**src/hw/rtl/obbov_pkg.sv**
```systemverilog
package obbov_pkg;

  typedef logic signed [15:0] comp_t;
  typedef logic signed [32:0] diff_t;
  typedef logic signed [49:0] proj_t;
  typedef logic [48:0]        pmag_t;
  typedef logic signed [32:0] dotc_t;
  typedef logic [31:0]        cmag_t;
  typedef logic [30:0]        half_t;
  typedef logic [62:0]        rprod_t;
  typedef logic signed [57:0] lpart_t;
  typedef logic signed [81:0] eprod_t;
  typedef logic [65:0]        fsum_t;
  typedef logic [64:0]        esum_t;
  typedef logic [81:0]        emag_t;

  // low part width when a projection is split for the edge products
  localparam int unsigned SplitW = 25;
  localparam comp_t AxisOne = 16'sd16384;
  localparam logic [14:0] CutoffReset = 15'd16383;

  // box after the center difference
  typedef struct packed {
    logic          valid;
    diff_t [2:0]   d;
    comp_t [8:0]   a;
    comp_t [8:0]   b;
    half_t [2:0]   ha;
    half_t [2:0]   hb;
  } box_st_t;

  // dot products
  typedef struct packed {
    logic          valid;
    proj_t [2:0]   ad;
    proj_t [2:0]   bd;
    dotc_t [8:0]   c;
    half_t [2:0]   ha;
    half_t [2:0]   hb;
  } dot_st_t;

  // magnitudes and parallel flag
  typedef struct packed {
    logic          valid;
    logic          par;
    proj_t [2:0]   ad;
    pmag_t [2:0]   adm;
    pmag_t [2:0]   bdm;
    dotc_t [8:0]   c;
    cmag_t [8:0]   ac;
    half_t [2:0]   ha;
    half_t [2:0]   hb;
  } mag_st_t;

  // products
  typedef struct packed {
    logic               valid;
    logic               par;
    pmag_t [2:0]        adm;
    pmag_t [2:0]        bdm;
    half_t [2:0]        ha;
    half_t [2:0]        hb;
    rprod_t [8:0]       fa;
    rprod_t [8:0]       fb;
    rprod_t [8:0][3:0]  er;
    lpart_t [8:0][3:0]  el;
  } prod_st_t;

  // face verdict and edge terms
  typedef struct packed {
    logic          valid;
    logic          par;
    logic          face_sep;
    eprod_t [8:0]  p1;
    eprod_t [8:0]  p2;
    esum_t [8:0]   es;
  } sum_st_t;

  function automatic int nxt(input int x);
    return (x == 2) ? 0 : x + 1;
  endfunction

endpackage

```
**src/hw/rtl/obbov_if.sv**
```systemverilog
interface obbov_box_if;
  logic               valid;
  logic               ready;
  logic               req_type;
  logic signed [31:0] center_x;
  logic signed [31:0] center_y;
  logic signed [31:0] center_z;
  logic [47:0]        axis_first;
  logic [47:0]        axis_second;
  logic [47:0]        axis_third;
  logic [30:0]        half_size_first;
  logic [30:0]        half_size_second;
  logic [30:0]        half_size_third;

  modport source (output valid, req_type, center_x, center_y, center_z, axis_first,
                  axis_second, axis_third, half_size_first, half_size_second,
                  half_size_third, input ready);
  modport sink (input valid, req_type, center_x, center_y, center_z, axis_first,
                axis_second, axis_third, half_size_first, half_size_second,
                half_size_third, output ready);
endinterface


```
**src/hw/rtl/obbov_front.sv**
```systemverilog
module obbov_front (
  input  logic             clk,
  input  logic             rst,
  input  logic             en,
  obbov_box_if.sink        box,
  output obbov_pkg::box_st_t s1
);
  import obbov_pkg::*;

  logic signed [31:0] ref_c [3];
  comp_t              ref_a [9];
  half_t              ref_h [3];
  logic signed [31:0] ctr [3];
  comp_t [8:0]        axes;
  box_st_t            s1_next;

  assign box.ready = en;

  always_comb begin
    ctr[0] = box.center_x;
    ctr[1] = box.center_y;
    ctr[2] = box.center_z;
    axes = {box.axis_third, box.axis_second, box.axis_first};
    s1_next.valid = box.valid && box.req_type;
    for (int k = 0; k < 3; k++) begin
      s1_next.d[k] = diff_t'(ctr[k]) - diff_t'(ref_c[k]);
      s1_next.ha[k] = ref_h[k];
    end
    for (int n = 0; n < 9; n++) begin
      s1_next.a[n] = ref_a[n];
    end
    s1_next.b = axes;
    s1_next.hb = {box.half_size_third, box.half_size_second, box.half_size_first};
  end

  always_ff @(posedge clk) begin
    if (rst) begin
      s1.valid <= 1'b0;
      for (int k = 0; k < 3; k++) begin
        ref_c[k] <= '0;
        ref_h[k] <= '0;
      end
      for (int n = 0; n < 9; n++) begin
        ref_a[n] <= (n == 0 || n == 4 || n == 8) ? AxisOne : '0;
      end
    end else if (en) begin
      s1 <= s1_next;
      // load item replaces the reference box
      if (box.valid && !box.req_type) begin
        for (int k = 0; k < 3; k++) begin
          ref_c[k] <= ctr[k];
        end
        ref_h[0] <= box.half_size_first;
        ref_h[1] <= box.half_size_second;
        ref_h[2] <= box.half_size_third;
        for (int n = 0; n < 9; n++) begin
          ref_a[n] <= axes[n];
        end
      end
    end
  end

endmodule

```
**src/flat_wrapper.sv**
```systemverilog
// flat-port wrapper written by rule: the top's interface ports become plain ports
module obbov_front_flat import obbov_pkg::*;
  (clk, rst, en, s1, box_valid, box_req_type, box_center_x, box_center_y, box_center_z, box_axis_first, box_axis_second, box_axis_third, box_half_size_first, box_half_size_second, box_half_size_third, box_ready);
  obbov_box_if box_i ();
  input  logic clk;
  input  logic rst;
  input  logic en;
  output obbov_pkg::box_st_t s1;
  input wire logic [$bits(box_i.valid)-1:0] box_valid;
  input wire logic [$bits(box_i.req_type)-1:0] box_req_type;
  input wire logic [$bits(box_i.center_x)-1:0] box_center_x;
  input wire logic [$bits(box_i.center_y)-1:0] box_center_y;
  input wire logic [$bits(box_i.center_z)-1:0] box_center_z;
  input wire logic [$bits(box_i.axis_first)-1:0] box_axis_first;
  input wire logic [$bits(box_i.axis_second)-1:0] box_axis_second;
  input wire logic [$bits(box_i.axis_third)-1:0] box_axis_third;
  input wire logic [$bits(box_i.half_size_first)-1:0] box_half_size_first;
  input wire logic [$bits(box_i.half_size_second)-1:0] box_half_size_second;
  input wire logic [$bits(box_i.half_size_third)-1:0] box_half_size_third;
  output wire logic [$bits(box_i.ready)-1:0] box_ready;
  assign box_i.valid = box_valid;
  assign box_i.req_type = box_req_type;
  assign box_i.center_x = box_center_x;
  assign box_i.center_y = box_center_y;
  assign box_i.center_z = box_center_z;
  assign box_i.axis_first = box_axis_first;
  assign box_i.axis_second = box_axis_second;
  assign box_i.axis_third = box_axis_third;
  assign box_i.half_size_first = box_half_size_first;
  assign box_i.half_size_second = box_half_size_second;
  assign box_i.half_size_third = box_half_size_third;
  assign box_ready = box_i.ready;
  obbov_front u_core (.clk(clk), .rst(rst), .en(en), .box(box_i), .s1(s1));
endmodule
```
**config.mk**
```make
export PLATFORM = sky130hd
export DESIGN_NAME = obbov_front_flat
export DESIGN_NICKNAME = d
export VERILOG_FILES = /design/src/hw/rtl/obbov_pkg.sv /design/src/hw/rtl/obbov_if.sv /design/src/hw/rtl/obbov_front.sv /design/src/flat_wrapper.sv
export SDC_FILE = /design/constraint.sdc
export NUM_CORES = 1
export LEC_CHECK = 0
export BUFFER_PORTS_ARGS = -buffer_cell sky130_fd_sc_hd__clkbuf_2
export CAP_MARGIN = 30
export CELL_PAD_IN_SITES_DETAIL_PLACEMENT = 1
export CELL_PAD_IN_SITES_GLOBAL_PLACEMENT = 1
export CORE_AREA = 2 2 353 355
export CTS_CLUSTER_DIAMETER = 150
export DETAILED_ROUTE_END_ITERATION = 10
export DIE_AREA = 0 0 355 357
export PLACE_DENSITY_LB_ADDON = 0.1
export SLEW_MARGIN = 15
export SYNTH_ARGS = -nofsm -noshare
export SYNTH_HDL_FRONTEND = slang
export SYNTH_SLANG_ARGS = --single-unit
```
**constraint.sdc**
```tcl
create_clock -name clk -period 38.5 [get_ports clk]
set_clock_uncertainty 0.05 [all_clocks]
set_input_delay 7.7 -clock clk [delete_from_list [all_inputs] [get_ports clk]]
set_output_delay 7.7 -clock clk [all_outputs]
set_load 0.02 [all_outputs]
```
==> qor.yml <==
status:
  status: "finished, final reports clean"
sta:
  tightest_slew_ps: 1040
  setup_violations: 0
  holdWs_ps: 338
  relSlewSlack_pct: 30.5
  period_share_pct: 40.9
  finalHoldViolCount: 0
  rsz0062_at_grt: "no"
  min_period_ps: 15750
  max_freq_mhz: 63.5
  finalSetupTns_ps: 0
  final_max_slew_viol_count: 0
pwr:
  switching_share_pct: 25.1
  peakVddDrop_uv: 36.1
  pwr-share-seq_pct: 49.0
  pwr-share-clk_pct: 39.8
  leakagePower_nw: 18.0
  finalPower_mw: 2.42
  power_density_nw_per_um2: 53.9
  combPwrFrac_pct: 11.2
  intPower_mw: 1.81
  p_sw_uw: 607
worst_setup_path:
  crit_buf_inv: 2
  crit_path_cell_trace: "clkbuf_2 > clkbuf_2"
  path_class: "input pin to output port"
  cp_max_fo: 5
  critical_path.top_delay_family: "buffers and inverters"
  cp_slowest_cell: "clkbuf_2"
  crit_path_frequent_cell: "clkbuf_2"
  worstPathArrival_ps: 8000
  end_kind: "output port"
  worstPathRequired_ps: 30750
  start_kind: "input pin"
  cp_slowest_stage_delay_ps: 180
grt:
  gr-usage-all-layers_pct: 17.0
  gr-total-overflow: 0
  met1_usage_pct: 19.0
  antenna_found_initial: 22
  grt_start_max_net_pins: 139
  use_met3_pct: 5.04
  met2_usage_pct: 31.0
  grt_pass1_vias: 21700
  grt_busiest_layer: "met2"
  grt_pass1_wl_um: 156000
logic_synthesis:
  syn_area_per_cell_sq_um: 16.7
  synth_ff_type: "edfxtp_1"
  syn_area_sq_um: 34800
  syn-num-nets: 2516
  yosysTopAreaCell: "edfxtp_1"
  synthesis.instances: 2079
  synth_edf_count: 906
  synthTopCellsByArea: "edfxtp_1, and2_1, ha_1"
  ys_ff_latch: 907
  async_flop_share_pct: 0
  seq_area_frac_synth_pct: 78.2
  synth_top_area_share_pct: 78.2
  synth_warnings: 0
  synth_cell_type_count: 66
floorplanning:
  start_util_pct: 28.3
  ios: 913
  dieWidth_um: 355
  rows: 129
  core_area_sq_um: 123000
  dieArea_sq_um: 127000
  die_height_um: 357
detailed_routing:
  first_pass_iters: 5
  via_per_inst: 4.37
  wl_per_cell_um: 23.2
  num_vias: 20900
  drt_wl_total_um: 111000
  route.detailed.drc: 0
  drtIter0Drc: 1267
  postRouteAntennaNets: 0
final_layout:
  fill_cells: 12900
  mostFrequentLayoutCells: "clkbuf_2, edfxtp_1, and2_1"
  nets: 3497
  seqCellArea_sq_um: 27200
  multi_input_area_sq_um: 6870
  drive_gt1_share_pct: 34.5
  layout_commonest_cell: "clkbuf_2"
  syn2layout_area_growth_pct: 28.8
clock_network:
  cts_max_path_buffers: 3
  cts.htree.levels: 3
  numCtsBuffers: 103
  clk_pin_slew_ps: 60
  cts_resized: 0
  cts_tree: "built"
  clock-sinks: 907
  post_cts_buffers: 0
  worstSkewPairLatency_ps: 710
  hold_buffers: 0
  root_buffer: "clkbuf_16"
place:
  gp_congestion: 0.830
  hpwl_um: 84600
  io_buffers: 912
hold_path:
  hold_class: "register to register"
flow_run:
  maxCapViolations: 0
-- routing by layer --
metal,vias to the layer above,share of wire [%]
met4,18,2.6
met1,10500,38
met2,611,53
li1,9621,-
met3,157,6.5
met5,-,0.12
-- stage by stage --
step	std cells	utilization, %	setup slack [ps]	area [sq um]
floorplan	2079	-	4070	34800
global placement	4585	33.6	22740	41300
detailed placement	4588	33.7	22750	41400
CTS	4778	36.4	22740	44700
global route	4785	36.4	22720	44800
finish	4785	36.4	22750	44800
-- worst paths after layout --
check	start	end	slack [ps]	cells past startpoint
worst min-delay path	u_core.ref_a[0][89]$_SDFFCE_PN0P_	s1[419]$_DFFE_PP_	340	0
worst max register to register	u_core.ref_c[0][32]$_SDFFCE_PN0P_	u_core.s1[525]$_DFFE_PP_	34960	11
worst min register to register	u_core.ref_a[0][89]$_SDFFCE_PN0P_	s1[419]$_DFFE_PP_	340	0
worst max-delay path	en	box_ready	22750	2
-- synthesized netlist by cell type, types with 10 or more instances --
cell type	instances
ha_1	96
inv_1	128
edfxtp_1	906
o21a_1	10
nand3_1	20
nor3_1	12
o21ai_0	34
a31oi_1	14
nand2_1	55
nand4_1	13
clkbuf_1	51
nand2b_1	14
xnor2_1	58
xor2_1	26
a21oi_1	95
and2_1	330
nor2_1	48
a21o_1	42
o21bai_1	14
o21ai_1	14
-- power groups by stage --
stage	Combinational (mW)	Sequential [mW]	Clock, mW
detailed placement	0.274	1.20	0
global route	0.296	1.19	1.03
global placement	0.272	1.20	0
finish	0.271	1.18	0.962
CTS	0.276	1.18	0.995
floorplan	0.113	1.28	0
-- layout make-up --
type	instances	area share, %
inverters	129	1.08
diodes	3	0.0167
clock buffers	120	5.94
flip-flops and latches	907	60.7
well taps	1637	4.57
multi-input cells	985	15.3
clock inverters	70	1.44
repair buffers	934	10.9
-- state kept, by name, summed over array words and instances, names as in the netlist --
register and cells:
u_core.s1 337, s1 237, u_core.ref_a 144, u_core.ref_c 96
u_core.ref_h 93
-- worst reg2reg max path, stage by stage, from the launching register on --
cell and delay (ps):
edfxtp_1 370, ha_1 260, fa_1 460, nand2b_1 200, a211oi_1 450, a31oi_1 190
a21oi_1 460, a21oi_1 210, o21ai_1 250, nand3_1 100, and2_1 170, xnor2_1 120
-- logic make-up (layout without fill, tap and decap cells) --
logic type / count (synthesis) / after routing / synth area share, %
DFF: 907 / 907 / 78.2
and+or+nand+nor: 518 / 518 / 8.52
AOI/OAI and AO/OA: 282 / 282 / 5.36
buffers and inverters: 187 / 1253 / 2.09
adders and majority gates: 99 / 99 / 3.62
xor gates and xnor gates: 84 / 84 / 2.11
muxes: 2 / 2 / 0.0575
other: 0 / 3 / 0
Note: power is estimated with default switching activity, not from simulation.
